--- config.mk ---
export PLATFORM = sky130hd
export DESIGN_NAME = vpa_ctrl
export DESIGN_NICKNAME = d
export VERILOG_FILES = /design/src/hdl/vpa_pkg.sv /design/src/hdl/vpa_ctrl.sv
export SDC_FILE = /design/constraint.sdc
export NUM_CORES = 1
export LEC_CHECK = 0
export BUFFER_PORTS_ARGS = -buffer_cell sky130_fd_sc_hd__buf_2
export CORE_MARGIN = 4
export CORE_UTILIZATION = 50
export CTS_BUF_LIST = sky130_fd_sc_hd__clkbuf_16
export DETAILED_ROUTE_END_ITERATION = 7
export PLACE_DENSITY = 0.73
export SLEW_MARGIN = 20
export SYNTH_ARGS = -nofsm -noshare
export SYNTH_HDL_FRONTEND = slang
export SYNTH_SLANG_ARGS = --single-unit
--- constraint.sdc ---
create_clock -name clk -period 5.6 [get_ports clk]
set_input_delay 1.4 -clock clk [delete_from_list [all_inputs] [get_ports clk]]
set_output_delay 1.4 -clock clk [all_outputs]
set_load 0.05 [all_outputs]
--- src/hdl/vpa_pkg.sv ---
// ----------------------------------------------------------------------------
// vpa_pkg
// Shared types and constants for the virtual port allocator.
// ----------------------------------------------------------------------------
package vpa_pkg;

  localparam int PORT_W      = 16;
  localparam int OWNER_W     = 8;
  localparam int OP_W        = 2;
  localparam int PORT_SPACE  = 65536;
  localparam int MAX_PROBES  = 35000;
  localparam int PROBE_CNT_W = $clog2(MAX_PROBES + 1);

  localparam logic [PORT_W-1:0] EPHEMERAL_BASE = PORT_W'(30000);
  localparam logic [PORT_W-1:0] RESERVED_RST   = PORT_W'(65535);

  typedef enum logic [OP_W-1:0] {
    OP_REG   = 2'd0,
    OP_UNREG = 2'd1,
    OP_FIND  = 2'd2
  } op_t;

  typedef enum logic [3:0] {
    ST_CLEAR  = 4'b0001,
    ST_IDLE   = 4'b0010,
    ST_LOOK   = 4'b0100,
    ST_SEARCH = 4'b1000
  } state_t;

  typedef struct packed {
    logic               valid;
    logic               ok;
    logic [PORT_W-1:0]  port;
    logic [OWNER_W-1:0] owner;
  } res_t;

endpackage

--- src/hdl/vpa_ctrl.sv ---
// ----------------------------------------------------------------------------
// vpa_ctrl
// Sequencer for the owner table: clearing pass, lookup/update, and the
// one-probe-per-cycle ephemeral port search with its rotating cursor.
// ----------------------------------------------------------------------------
module vpa_ctrl (
  input  logic                          clk,
  input  logic                          rst,
  input  logic [vpa_pkg::PORT_W-1:0]    reserved_port,
  input  logic                          in_valid,
  input  logic [vpa_pkg::OP_W-1:0]      in_op,
  input  logic [vpa_pkg::OWNER_W-1:0]   in_owner,
  input  logic [vpa_pkg::PORT_W-1:0]    in_port,
  output logic                          in_ready,
  input  logic                          out_free,
  output vpa_pkg::res_t                 res,
  output logic                          ram_we,
  output logic [vpa_pkg::PORT_W-1:0]    ram_waddr,
  output logic [vpa_pkg::OWNER_W-1:0]   ram_wdata,
  output logic                          ram_re,
  output logic [vpa_pkg::PORT_W-1:0]    ram_raddr,
  input  logic [vpa_pkg::OWNER_W-1:0]   ram_rdata
);
  import vpa_pkg::*;

  state_t                 state, state_next;
  op_t                    op_q, op_q_next;
  logic [OWNER_W-1:0]     owner_q, owner_q_next;
  logic [PORT_W-1:0]      port_q, port_q_next;
  logic [PORT_W-1:0]      cursor, cursor_next;
  logic [PORT_W-1:0]      cand_q, cand_q_next;
  logic [PROBE_CNT_W-1:0] probe_cnt, probe_cnt_next;
  logic                   chk_valid, chk_valid_next;
  logic [PORT_W-1:0]      clr_addr, clr_addr_next;

  logic [PORT_W-1:0]      wrapped;
  logic                   found;
  logic                   issue;

  assign wrapped = (cursor >= reserved_port) ? EPHEMERAL_BASE : cursor;
  assign found   = chk_valid && (cand_q != reserved_port) && (ram_rdata == '0);
  assign issue   = probe_cnt < PROBE_CNT_W'(MAX_PROBES);

  always_comb begin
    state_next     = state;
    op_q_next      = op_q;
    owner_q_next   = owner_q;
    port_q_next    = port_q;
    cursor_next    = cursor;
    cand_q_next    = cand_q;
    probe_cnt_next = probe_cnt;
    chk_valid_next = chk_valid;
    clr_addr_next  = clr_addr;
    in_ready       = 1'b0;
    res            = '0;
    ram_we         = 1'b0;
    ram_waddr      = port_q;
    ram_wdata      = '0;
    ram_re         = 1'b0;
    ram_raddr      = in_port;

    unique case (state)
      ST_CLEAR: begin
        ram_we        = 1'b1;
        ram_waddr     = clr_addr;
        clr_addr_next = clr_addr + 1'b1;
        if (clr_addr == '1) begin
          state_next = ST_IDLE;
        end
      end

      ST_IDLE: begin
        in_ready = 1'b1;
        if (in_valid) begin
          op_q_next      = op_t'(in_op);
          owner_q_next   = in_owner;
          port_q_next    = in_port;
          ram_re         = 1'b1;
          probe_cnt_next = '0;
          chk_valid_next = 1'b0;
          if (op_t'(in_op) == OP_REG && in_owner != '0 && in_port == '0) begin
            state_next = ST_SEARCH;
          end else begin
            state_next = ST_LOOK;
          end
        end
      end

      ST_LOOK: begin
        // hold the read data until the output register can take the beat
        if (out_free) begin
          res.valid  = 1'b1;
          state_next = ST_IDLE;
          case (op_q)
            OP_REG: begin
              if (owner_q != '0 && port_q != '0 && port_q != reserved_port &&
                  ram_rdata == '0) begin
                ram_we    = 1'b1;
                ram_wdata = owner_q;
                res.ok    = 1'b1;
                res.port  = port_q;
              end
            end
            OP_UNREG: begin
              if (ram_rdata != '0 && ram_rdata == owner_q) begin
                ram_we = 1'b1;
                res.ok = 1'b1;
              end
            end
            OP_FIND: begin
              if (ram_rdata != '0) begin
                res.ok    = 1'b1;
                res.owner = ram_rdata;
              end
            end
            default: begin
            end
          endcase
        end
      end

      ST_SEARCH: begin
        // check the last probe issued and, if it missed, issue the next one
        if (found) begin
          if (out_free) begin
            ram_we      = 1'b1;
            ram_waddr   = cand_q;
            ram_wdata   = owner_q;
            res.valid   = 1'b1;
            res.ok      = 1'b1;
            res.port    = cand_q;
            cursor_next = cand_q + 1'b1;
            state_next  = ST_IDLE;
          end
        end else if (issue) begin
          ram_re         = 1'b1;
          ram_raddr      = wrapped;
          cursor_next    = wrapped + 1'b1;
          cand_q_next    = wrapped;
          probe_cnt_next = probe_cnt + 1'b1;
          chk_valid_next = 1'b1;
        end else if (out_free) begin
          res.valid  = 1'b1;
          state_next = ST_IDLE;
        end
      end

      default: begin
        state_next = ST_CLEAR;
      end
    endcase
  end

  always_ff @(posedge clk) begin
    if (rst) begin
      state     <= ST_CLEAR;
      cursor    <= EPHEMERAL_BASE;
      clr_addr  <= '0;
      probe_cnt <= '0;
      chk_valid <= 1'b0;
    end else begin
      state     <= state_next;
      cursor    <= cursor_next;
      clr_addr  <= clr_addr_next;
      probe_cnt <= probe_cnt_next;
      chk_valid <= chk_valid_next;
    end
  end

  always_ff @(posedge clk) begin
    op_q    <= op_q_next;
    owner_q <= owner_q_next;
    port_q  <= port_q_next;
    cand_q  <= cand_q_next;
  end

  // the table port never reads and writes in the same cycle
  assert property (@(posedge clk) disable iff (rst) !(ram_we && ram_re))
    else $error("vpa_ctrl: table read and write in the same cycle");

  assert property (@(posedge clk) disable iff (rst) res.valid |-> out_free)
    else $error("vpa_ctrl: result produced while output register is full");

  assert property (@(posedge clk) disable iff (rst)
      (res.valid && res.ok && op_q == OP_REG) |->
      (res.port != '0 && res.port != reserved_port))
    else $error("vpa_ctrl: granted a null or reserved port");

  assert property (@(posedge clk) disable iff (rst)
      (state == ST_SEARCH && !found && issue) |=> chk_valid)
    else $error("vpa_ctrl: issued probe not marked for checking");

endmodule

Word-level counts from Yosys, hierarchy flattened
Cells that the tools add are included.
{"block": "totals", "romBits": 0, "reg_bits": 95, "in_bits": 54, "ram_bits": 0, "output_inout_bits": 69, "mem_count": 0, "latchBits": 0}
{"block": "classes", "shift": 0, "n_div": 0, "n_mul": 0, "eq_ne": 16, "reduce_logical": 23, "mux": 56, "add_sub_neg": 4, "n_lt_le_gt_ge": 2, "n_bitwise": 1}
{"op": "16-bit 2-to-1 mux", "n": 13}
{"op": "16-bit by 1-bit adder with 16-bit output (second input constant)", "n": 4}
{"op": "8-bit 2-to-1 mux", "n": 8}
{"op": "16-bit one-hot mux with 2 select lines", "n": 2}
{"op": "18-bit one-hot mux with 2 select lines", "n": 1}
{"op": "17-bit 2-to-1 mux", "n": 2}
{"op": "16-bit != test", "n": 2}
{"op": "26-bit 2-to-1 mux", "n": 1}
{"op": "4-bit 2-to-1 mux", "n": 6}
{"op": "8-bit nonzero test", "n": 3}
{"op": "18-bit 2-to-1 mux", "n": 1}
{"op": "16-bit equality test (second input constant)", "n": 1}
{"op": "16-bit >= comparator", "n": 1}
{"op": "16-bit zero test", "n": 1}
{"op": "16-bit less-than comparator (second input constant)", "n": 1}
{"op": "4-bit one-hot mux with 4 select lines", "n": 1}
{"op": "8-bit one-hot mux with 2 select lines", "n": 1}
{"op": "16-bit nonzero test", "n": 1}
{"op": "1-bit 2-to-1 mux", "n": 15}
{"op": "2-bit != test (second input constant)", "n": 5}
{"op": "3-bit AND reduction", "n": 3}
{"op": "8-bit equality test", "n": 1}
{"op": "1-bit logical AND", "n": 8}
{"op": "8-bit zero test", "n": 1}
{"op": "other kinds (14)", "n": 19}

Logic depth before layout (Yosys ltp)
Gate-level depths: netlist of the first run.
{"block": "logic_depth", "depth_word": 8, "mapped_depth": 15, "ltp_nobuf": 14}

Worst setup path after synthesis of the first run
No wires, ideal clock.
{"block": "synth_timing", "path_kind": "in2out", "startpoint": "in reserved_port[15] in the netlist's numbering", "endpoint": "out ram_raddr[1] in the netlist's numbering", "cell_stages": 9, "path_buffers": 1, "arrival_ns": 4.342, "slack_ns": -0.142, "t_required_ns": 4.200, "cell_sequence": "inv_1 -> ha_1 -> nand4_1 -> nor2_1 -> or4_4 -> nor3_2 -> clkbuf_1 -> nand2_1 -> o21ai_0"}
{"block": "synth_between", "elab_chain_cells": 5}
{"item": "start: declaration", "line": "vpa_ctrl.sv:9", "source": "input logic [vpa_pkg::PORT_W-1:0] reserved_port,"}
{"item": "16-bit >= comparator / 16-bit != test (equally long branches)", "line": "vpa_ctrl.sv:40, vpa_ctrl.sv:41"}
{"item": "16-bit 2-to-1 mux / 1-bit logical AND (equally long branches)", "line": "vpa_ctrl.sv:40, vpa_ctrl.sv:41"}
{"item": "16-bit 2-to-1 mux / 1-bit logical AND (equally long branches)", "line": "vpa_ctrl.sv:135, vpa_ctrl.sv:41"}
{"item": "16-bit 2-to-1 mux (*)", "line": "vpa_ctrl.sv:124", "source": "if (found) begin"}
{"item": "16-bit 2-to-1 mux (*)", "line": "vpa_ctrl.sv:62", "source": "unique case (state)"}
{"item": "end: declaration", "line": "vpa_ctrl.sv:21", "source": "output logic [vpa_pkg::PORT_W-1:0] ram_raddr,"}
Mark *: on every way between the ends. The rest lies on a longest branch, timed or not.

Worst setup path in the final report of the first run
{"block": "layout_timing", "startpoint": "in reserved_port[13] in the netlist's numbering", "endpoint": "out ram_raddr[4] in the netlist's numbering"}
{"block": "layout_between", "elab_chain_cells": 5}
{"item": "16-bit >= comparator", "line": "vpa_ctrl.sv:40", "source": "assign wrapped = (cursor >= reserved_port) ? EPHEMERAL_BASE : cursor;"}
{"item": "16-bit 2-to-1 mux", "line": "vpa_ctrl.sv:40"}
{"item": "named net wrapped[4]", "line": "vpa_ctrl.sv:36", "source": "logic [PORT_W-1:0] wrapped;"}
{"item": "16-bit 2-to-1 mux", "line": "vpa_ctrl.sv:135", "source": "end else if (issue) begin"}
{"item": "16-bit 2-to-1 mux", "line": "vpa_ctrl.sv:124"}
{"item": "16-bit 2-to-1 mux", "line": "vpa_ctrl.sv:62"}
The timed path passes the listed nets, and every way through them passes these cells.

==> results.md, run 1 <==
* Maximum root-to-sink buffer count at 2
* Slew @ Worst Pin at ~1.0 ns
* Synth-to-layout area growth at 18.5%
* Fin crit share at a little over nine tenths
* Share of cells above drive strength 1 at 22.0%
* Per-cell routed wire length at 19.6 µm
* Die area at 14300 µm²
* Post-Syn Nets at 792
* CTS tree: yes
* Starting Density at 51.4%
* CP max FO at 10
* Synth Cell Area at between 6000 and 7000 µm²
* Fmax at 186 MHz
* Outcome: completed
* YS warnings at 0
* Post-synthesis sequential area ratio at 37.3%
* Post-route ant nets at 0
* Finish-stage setup viols at 0
* CP Capture Type: primary output
* Initial antenna violation count at 0
* Synth Instances at 719
* Vias at 6203
* # hold bufs at CTS at 0
* I/O Buffers at 122
* Row cnt at 40
* Ports at 123
* Top FF cell, synth: dfxtp_1
* PwrDens at 268 nW/µm²
* Ys async rst share at 0%
* Post-synth EDFFs at 42
* Count leader, synth: nand2_1
* Core area at 12100 µm²
* Worst VDD drop at 0.000163 V
* Final Net Count at 919
* Htree depth at 3
* Post-Route WL at 20000 µm
* Filler cells at approximately 1100
* Clock-pin transition on the worst setup and hold timing paths at ~0.06 ns
* Synth top area cells: edfxtp_1 (20%), dfxtp_1 (17%), xor2_1 (6.9%)
* Yosys top cell by area: edfxtp_1
* Largest net degree at the start of global routing at 53
* Aggregate global routing overflow at 0
* Relative slew slack at slightly above 30%
* Leakage at 0.00319 µW
* CP Class: input port to primary output
* Setup TNS at 0 ns
* # DRC at 0
* Max Cap Violations at 0
* Post-synth cell types at 73
* Ant diodes at 0
* Die Ht at approximately 120 µm
* Chip width at 120 µm
* First-pass GRT wire length at 31200 µm
* Clock Sinks at 95
* Worst Path Arrival at just under 4 ns
* Setup repair after global routing missed its margin: false
* Setup Skew at 0.00783 ns
* Worst setup margin at approximately 0.23 ns
* CP Launch Type: input port
* Initial DRT Pass Iterations at 6
* All-layer global routing usage at around 28%
* Clk Latency, worst-skew pair at around 0.36 ns
* Root buffer cell: clkbuf_16
* Synth cell count leaders: nand2_1 (93), nor2_1 (57), dfxtp_1 (53)
* Post-CTS setup buffers at 0
* Vias in the first global route at approximately 5800
* Routability Congestion at 1.01
* Share of the synthesized area in the top cell type at a little over 20%
* #FFs+latches synth at 95
* CTS Buf Count at 9
* Final Hold Fails at 0
* Worst Hold Class: flip-flop to flip-flop
* Initial DRC Count at between 800 and 900
* Slew Limit Fails at 0
* HPWL Detailed at 15600 µm
* Drt via density at 6.09
* Dpl ws at 0.153 ns
* Mean post-synth cell area at 8.65 µm²
* Required time worst endpoint at 4.20 ns
* Tmin final at 5.37 ns
==> stage by stage <==
step | util (%) | instances | instance area [µm²] | hold WS (ns) | power, µW
floorplan | - | 719 | 6220 | 0.428 | 1230
finish | 60.9 | 1019 | 7370 | 0.461 | 1970
global placement | 58.7 | 1003 | 7110 | 0.443 | 1410
detailed placement | 58.7 | 1003 | 7110 | 0.457 | 1420
global route | 60.9 | 1019 | 7370 | 0.489 | 2050
CTS | 60.9 | 1019 | 7370 | 0.468 | 1980
==> worst max-delay path, cell delays in order <==
cell,delay [ns]
buf_2,0.13
inv_1,0.06
ha_1,0.31
nand4_1,0.23
nor2_1,0.12
or4_4,0.54
nor3_2,0.40
buf_4,0.26
nand2b_1,0.11
nand2_1,0.09
nand2_1,0.07
buf_2,0.22
==> cell families after synthesis <==
kind of cell / synth area share [%]
muxes: 2.19
xor gates and xnor gates: 7.74
buffers and inverters: 3.84
AOI/OAI and AO/OA: 18.0
DFF: 37.3
adders and majority gates: 3.82
and+or+nand+nor: 27.0
==> registers in the layout, summed over array words and instances, names as in the netlist <==
signal and count:
cand_q 16, clr_addr 16, cursor 16, port_q 16, probe_cnt 16, owner_q 8
state 4, op_q 2, chk_valid 1
==> area by class of cell <==
class | count | area [µm²] | area share, %
multi-input cells | 563 | 3670 | 49.8
flip-flops and latches | 95 | 2320 | 31.5
repair buffers | 142 | 773 | 10.5
clock buffers | 9 | 225 | 3.05
well taps | 168 | 210 | 2.85
inverters | 35 | 131 | 1.78
clock inverters | 7 | 40.0 | 0.543
==> timing repair <==
item	CTS	global route
endpoints found under the hold margin	0	0
endpoints found under the setup margin	0	1
gates resized for setup	0	1
==> layout by cell type, fill, tap and decap left out, types with 14 or more instances in the layout <==
cell type / Yosys / layout
nand4_1: 15 / 15
nor4_1: 23 / 23
inv_1: 34 / 35
o21ai_0: 30 / 29
buf_2: 2 / 122
nand3_1: 29 / 29
dfxtp_1: 53 / 53
xor2_1: 49 / 49
ha_1: 19 / 19
and2_1: 21 / 21
nor3_1: 15 / 14
and3_1: 15 / 15
a21oi_1: 34 / 34
edfxtp_1: 42 / 42
buf_4: 0 / 19
nand2_1: 93 / 93
nor2_1: 57 / 57
==> per-layer routing <==
| layer | GRT usage (%) | share of wire [%] | vias to the layer above |
|---|---|---|---|
| met2 | 45.0 | 47 | 292 |
| met4 | 11.4 | 3.1 | 0 |
| met3 | 4.90 | 7.7 | 51 |
| met5 | 0 | 0 | - |
| met1 | 36.3 | 42 | 2946 |
| li1 | - | - | 2914 |
==> where the power goes <==
part | leakage [µW] | switching (µW) | internal, µW | total, µW
Sequential | 0.000808 | 18.2 | 740 | 758
Combinational | 0.00224 | 475 | 174 | 649
Clock | 0.000139 | 267 | 298 | 565
==> final timing paths <==
path | to | from | cells past startpoint | slack, ns
max | ram_raddr[4] | reserved_port[13] | 12 | 0.23
min | probe_cnt[15]$_SDFFE_PP0P_ | probe_cnt[15]$_SDFFE_PP0P_ | 2 | 0.46
max reg2reg | cursor[10]$_SDFFE_PP1P_ | cursor[15]$_SDFFE_PP0P_ | 13 | 1.56
min reg2reg | probe_cnt[15]$_SDFFE_PP0P_ | probe_cnt[15]$_SDFFE_PP0P_ | 2 | 0.46
(Power assumes the default switching activity.)
==> inputs of run 2 (changes only) <==
--- a/config.mk
+++ b/config.mk
@@ -6,7 +6,6 @@
 export NUM_CORES = 1
 export LEC_CHECK = 0
 export BUFFER_PORTS_ARGS = -buffer_cell sky130_fd_sc_hd__buf_2
-export CORE_MARGIN = 4
 export CORE_UTILIZATION = 50
 export CTS_BUF_LIST = sky130_fd_sc_hd__clkbuf_16
 export DETAILED_ROUTE_END_ITERATION = 7
==> constraint.sdc (replaced) <==
create_clock -name clk -period 5.6 [get_ports clk]
set_input_delay 0.28 -clock clk [delete_from_list [all_inputs] [get_ports clk]]
set_output_delay 0.28 -clock clk [all_outputs]
set_load 0.05 [all_outputs]
==> run 2 against run 1 <==
Effect of this change: hold slack got worse by 0.34 ns; via count shrank 0.13%; critical path depth is 1 higher; combinational power fell by 2%; die area is 9.8% lower; sequential share of layout area rose by 0.29 points; wire length decreased by 2.6%; critical path type is now flip-flop to flip-flop; largest cell class unchanged.
==> results.md, run 2 (synthesis results as in run 1) <==
* Post-route ant nets at 0 (unchanged)
* Per-cell routed wire length at 19.3 µm (-1.4%)
* CTS tree: yes
* R2r startpoint: cursor[15]$_SDFFE_PP0P_
* Setup Skew at 0.00511 ns (-0.00272 ns)
* Row cnt at 40 (unchanged)
* Synth-to-layout area growth at 17.5%
* Reg-to-reg slack, setup at 1.19 ns (-0.37 ns)
* Hold endpoint: owner_q[0]$_DFFE_PP_
* Ant diodes at 0 (unchanged)
* Vias at 6195 (-0.13%)
* Aggregate global routing overflow at 0 (unchanged)
* Max Cap Violations at 0 (unchanged)
* Hold depth at 1 (-1)
* Share of cells above drive strength 1 at 21.1% (-0.85 points)
* Chip width at 114 µm (-5.0%)
* Post-Route WL at 19400 µm (-2.6%)
* Slew @ Worst Pin at 1.07 ns (+0.0286 ns)
* Clk Latency, worst-skew pair at 0.35 ns (about the same)
* Required time worst endpoint at 5.85 ns (+1.65 ns)
* Initial antenna violation count at 0 (unchanged)
* Worst Path Arrival at 4.66 ns (+0.69 ns)
* Maximum root-to-sink buffer count at 2 (unchanged)
* CP Launch Type: flip-flop
* Largest net degree at the start of global routing at 53 (unchanged)
* # DRC at 0 (unchanged)
* Htree depth at 3 (unchanged)
* Initial DRC Count at 734 (-15%)
* Final Net Count at 906 (-1.4%)
* Dpl ws at 1.20 ns (+1.04 ns)
* Worst Hold Class: input port to flip-flop
* CTS Buf Count at 9 (unchanged)
* First-pass GRT wire length at 30300 µm (-2.9%)
* Post-Place Cell Area at 7000 µm² (-1.5%)
* Worst reg2reg endpoint: cursor[14]$_SDFFE_PP1P_
* # hold bufs at CTS at 0 (unchanged)
* Die Ht at 114 µm (-5.0%)
* Vias in the first global route at 5740 (-1.4%)
* Pwr Total at 2040 µW (+3.3%)
* I/O Buffers at 122 (unchanged)
* Die area at 12900 µm² (-9.8%)
* Tmin final at 4.41 ns (-0.956 ns)
* Filler cells at 1048 (-3.3%)
* Post-CTS setup buffers at 0 (unchanged)
* Final Hold Fails at 0 (unchanged)
* HPWL Detailed at 14700 µm (-5.8%)
* CP Class: flip-flop to flip-flop
* Root buffer cell: clkbuf_16
* Initial DRT Pass Iterations at 5 (-1)
* Outcome: completed
* Leakage at 0.00312 µW (-2.4%)
* Routability Congestion at 0.973 (-3.2%)
* CP Capture Type: flip-flop
* Clock-pin transition on the worst setup and hold timing paths at 0.07 ns (about the same)
* All-layer global routing usage at 30.5% (+2.8 points)
* Drt via density at 6.16 (+1.2%)
* Setup TNS at 0 ns (unchanged)
* Slew Limit Fails at 0 (unchanged)
* Finish-stage setup viols at 0 (unchanged)
* Hold WS at 0.120 ns (-0.341 ns)
* Worst VDD drop at 0.000136 V (-16%)
* Hold wc startpoint: in_owner[0]
* Relative slew slack at 28.6% (-2.2 points)
* Worst Reg-to-Reg Cells at 13 (unchanged)
* Clock Sinks at 95 (unchanged)
* PwrDens at 279 nW/µm² (+4.2%)
* Worst setup margin at 1.19 ns (+0.956 ns)
* Most common library cell in the layout ignoring fill and taps: buf_2
* Ports at 123 (unchanged)
* Reg area at 2320 µm² (unchanged)
* CP max FO at 16 (+6)
* Most frequent cells in the layout: buf_2 (122), nand2_1 (93), nor2_1 (56)
* Core area at 12100 µm² (-0.41%)
* Area of the multi-input gates at 3670 µm² (about the same)
* Fmax at 227 MHz (+22%)
* Post_cts resized at 0 (unchanged)
* Setup repair after global routing missed its margin: false
* Fin area at 7310 µm² (-0.90%)
* Starting Density at 51.6% (+0.21 points)
* Fin crit share at 78.8% (-17 points)
==> run 2: changes by cell type in the layout (fill, tap and decap cells not counted), sizes merged <==
cell      change
inv           -3
buf          -13
bufinv        +1
clkinvlp      +3
clkinv        -1
==> run 2: layout make-up <==
class | instances | share of cell area [%]
clock buffer | 9 | 3.08
clock inverter | 7 | 1.11
inverter | 35 | 1.80
multi-input combinational | 563 | 50.3
sequential | 95 | 31.8
tap | 168 | 2.88
timing repair buffer | 129 | 9.08
==> run 2: where the power goes <==
group | internal (µW) | switching [µW]
registers | 740 | 19.4
logic | 159 | 475
clock network | 352 | 292
==> run 2: worst max-delay path, stage by stage (launching register included) <==
cell	delay [ns]
dfxtp_1	0.40
ha_1	0.29
nand4_1	0.22
nor2_1	0.12
or4_4	0.53
nor3_2	0.79
nand2_1	0.20
o21ai_0	0.28
ha_1	0.22
nand2_1	0.07
o32ai_2	0.51
nand3_1	0.19
o2111a_1	0.26
a211oi_1	0.23
==> run 2: how the worst max path moves through the flow <==
stage / end / startpoint / depth (start not counted)
CTS: cursor[14]$_SDFFE_PP1P_ / cursor[15]$_SDFFE_PP0P_ / 13
global placement: cursor[4]$_SDFFE_PP1P_ / reserved_port[15] / 15
floorplan: cursor[4]$_SDFFE_PP1P_ / reserved_port[15] / 15
finish: cursor[14]$_SDFFE_PP1P_ / cursor[15]$_SDFFE_PP0P_ / 13
global route: cursor[14]$_SDFFE_PP1P_ / cursor[15]$_SDFFE_PP0P_ / 13
detailed placement: cursor[14]$_SDFFE_PP1P_ / reserved_port[15] / 15
==> run 2: through the flow <==
step           cells  utilization [%]
2_1_floorplan    719                -
3_3_place_gp     990             58.0
3_5_place_dp     990             58.0
4_1_cts         1006             60.5
5_1_grt         1006             60.6
6_report        1006             60.6
==> run 2: routing by layer <==
layer	track usage, %	vias to the layer above	routed length, µm
met5	0	-	0
met4	12.8	0	486
met3	4.73	34	1550
met2	49.9	327	9200
met1	40.1	2950	8200
li1	-	2884	-
==> inputs of run 3 (changes only) <==
==> constraint.sdc (replaced) <==
create_clock -name clk -period 4.5 [get_ports clk]
set_input_delay 0.225 -clock clk [delete_from_list [all_inputs] [get_ports clk]]
set_output_delay 0.225 -clock clk [all_outputs]
set_load 0.05 [all_outputs]
==> run 3 against run 2 <==
Effect of this change: fmax increased by 14%; clock skew increased by 0.0023 ns; cell count increased by 0.60%; die area unchanged; clock power increased by 20%; flip-flop and latch count unchanged; critical path depth increased by 1; sequential power increased by 25%; utilization increased by 0.32 points; setup slack got worse by 0.54 ns.
==> results.md, run 3 (synthesis results as in run 1) <==
* Drt via density at 6.12 (-0.66%)
* Met2 wire len at 9260 µm (+0.69%)
* Reg-to-reg slack, setup at 0.64 ns (-0.54 ns)
* WP buf/inv at 2 (+2)
* Final Net Count at 912 (+0.66%)
* Post-Place Cell Area at 7040 µm² (+0.64%)
* Aggregate global routing overflow at 0 (unchanged)
* Worst Path Arrival at 4.06 ns (-0.60 ns)
* Most common library cell in the layout ignoring fill and taps: buf_2
* Max incr delay on CP at 0.98 ns (+0.19 ns)
* Crit path cell chain: inv_1 > ha_1 > and3_1 > o21ai_0 > a2111oi_0 > nor3_2 > nand2_1 > o21ai_0 > ha_1 > inv_1 > o32ai_2 > and2_1 > a2111oi_0 > a311oi_1
* Htree depth at 3 (unchanged)
* M1 WL at 8030 µm (-2.1%)
* Vias at 6191 (-0.065%)
* Slew Limit Fails at 0 (unchanged)
* # DRC at 0 (unchanged)
* CP Launch Type: flip-flop
* Largest net degree at the start of global routing at 53 (unchanged)
* HPWL Detailed at 14900 µm (+1.4%)
* CP max-delay cell: a2111oi_0
* Max Cap Violations at 0 (unchanged)
* Initial DRT Pass Iterations at 5 (unchanged)
* Worst VDD drop at 0.000248 V (+83%)
* Routability Congestion at 0.957 (-1.6%)
* CTS Buf Count at 9 (unchanged)
* Fmax at 259 MHz (+14%)
* Tmin final at 3.86 ns (-0.558 ns)
* Clock-pin transition on the worst setup and hold timing paths at 0.07 ns (about the same)
* Relative slew slack at 25.7% (-2.9 points)
* Post-route ant nets at 0 (unchanged)
* Crit path max-delay family: compound AO/OA/AOI/OAI gates
* Setup repair after global routing missed its margin: false
* Hold wc startpoint: in_owner[4]
* R2r startpoint: cursor[0]$_SDFFE_PP0P_
* Routed wire length on met3 at 1540 µm (-0.90%)
* Area of the multi-input gates at 3670 µm² (about the same)
* Post-CTS setup buffers at 0 (unchanged)
* Fin crit share at 85.7% (+6.9 points)
* Outcome: completed
* DR top layer: met4
* Required time worst endpoint at 4.70 ns (-1.15 ns)
* Clk Latency, worst-skew pair at 0.36 ns (about the same)
* CTS tree: yes
* Initial antenna violation count at 0 (unchanged)
* Hold depth at 1 (unchanged)
* Core area at 12100 µm² (unchanged)
* First-pass GRT wire length at 30500 µm (+0.91%)
* I/O Buffers at 122 (unchanged)
* Final Hold Fails at 0 (unchanged)
* PwrDens at 342 nW/µm² (+23%)
* Synth-to-layout area growth at 18.1%
* Finish-stage setup viols at 0 (unchanged)
* Placed Cells incl. Taps at 996 (+0.61%)
* Ant diodes at 0 (unchanged)
* Chip width at 114 µm (unchanged)
* CP Capture Type: flip-flop
* Row cnt at 40 (unchanged)
* Die area at 12900 µm² (unchanged)
* Hold endpoint: owner_q[4]$_DFFE_PP_
* Initial DRC Count at 655 (-11%)
* Reg area at 2320 µm² (unchanged)
* Worst Reg-to-Reg Cells at 14 (+1)
* Root buffer cell: clkbuf_16
* Setup TNS at 0 ns (unchanged)
* Crit path launch: cursor[0]$_SDFFE_PP0P_
* Most frequent cells in the layout: buf_2 (122), nand2_1 (93), nor2_1 (56)
* Fin area at 7350 µm² (+0.53%)
* CP max FO at 9 (-7)
* Vias in the first global route at 5806 (+1.1%)
* Maximum root-to-sink buffer count at 2 (unchanged)
* # hold bufs at CTS at 0 (unchanged)
* Post-Route WL at 19400 µm (about the same)
* Worst Hold Class: input port to flip-flop
* Share of cells above drive strength 1 at 21.6% (+0.44 points)
* Starting Density at 51.6% (unchanged)
* Per-cell routed wire length at 19.2 µm (-0.65%)
* Post_cts resized at 0 (unchanged)
* Filler cells at 1087 (+3.7%)
* Leakage at 0.00317 µW (+1.8%)
* Fin cells at 1012 (+0.60%)
* Slew @ Worst Pin at 1.09 ns (+0.0191 ns)
* Setup Skew at 0.00744 ns (+0.00234 ns)
* Worst reg2reg endpoint: cursor[8]$_SDFFE_PP1P_
* Clock Sinks at 95 (unchanged)
* Die Ht at 114 µm (unchanged)
* All-layer global routing usage at 30.8% (+0.39 points)
* CP Class: flip-flop to flip-flop
* Ports at 123 (unchanged)
-- run 3: metrics by stage --
| step | power (µW) | hold slack, ns | setup WS [ns] | utilization (%) |
|---|---|---|---|---|
| floorplan | 1530 | 0.324 | 0.943 | - |
| global placement | 1740 | 0.420 | 0.864 | 58.4 |
| detailed placement | 1750 | 0.419 | 0.659 | 58.4 |
| CTS | 2510 | 0.0494 | 0.724 | 60.9 |
| global route | 2600 | 0.0510 | 0.287 | 60.9 |
| finish | 2510 | 0.0561 | 0.644 | 60.9 |
-- run 3: layout make-up --
cell class	instances	share of cell area (%)
Clock inverter	5	0.358
Clock buffer	11	3.75
Inverter	35	1.79
Sequential cell	95	31.6
Timing Repair Buffer	135	9.64
Tap cell	168	2.86
Multi-Input combinational cell	563	50.0
-- run 3: worst max-delay path by stage --
stage	endpoint	depth (start not counted)
3_5_place_dp	cursor[4]$_SDFFE_PP1P_	15
6_report	cursor[8]$_SDFFE_PP1P_	14
2_1_floorplan	cursor[4]$_SDFFE_PP1P_	14
3_3_place_gp	cursor[4]$_SDFFE_PP1P_	15
4_1_cts	cursor[8]$_SDFFE_PP1P_	14
5_1_grt	cursor[8]$_SDFFE_PP1P_	14
-- run 3: report_power, final --
part / total [µW] / switching, µW / leakage [µW] / internal (µW)
logic: 792 / 585 / 0.00221 / 207
registers: 945 / 23.7 / 0.000808 / 921
clock network: 773 / 334 / 0.000158 / 439
total: 2510 / 943 / 0.00317 / 1570
-- run 3: worst reg2reg max path, cell delays in order (launching register included) --
cell and delay, ns:
dfxtp_1 0.35, inv_1 0.08, ha_1 0.29, and3_1 0.14, o21ai_0 0.14, a2111oi_0 0.98, nor3_2 0.13, nand2_1 0.16
o21ai_0 0.13, ha_1 0.27, inv_1 0.11, o32ai_2 0.17, and2_1 0.25, a2111oi_0 0.41, a311oi_1 0.09
-- run 3: routing by layer --
| layer | vias to the layer above | track usage (%) |
|---|---|---|
| met4 | 0 | 12.4 |
| met3 | 61 | 6.91 |
| met1 | 2921 | 39.5 |
| met5 | - | 0 |
| li1 | 2896 | - |
| met2 | 313 | 50.6 |
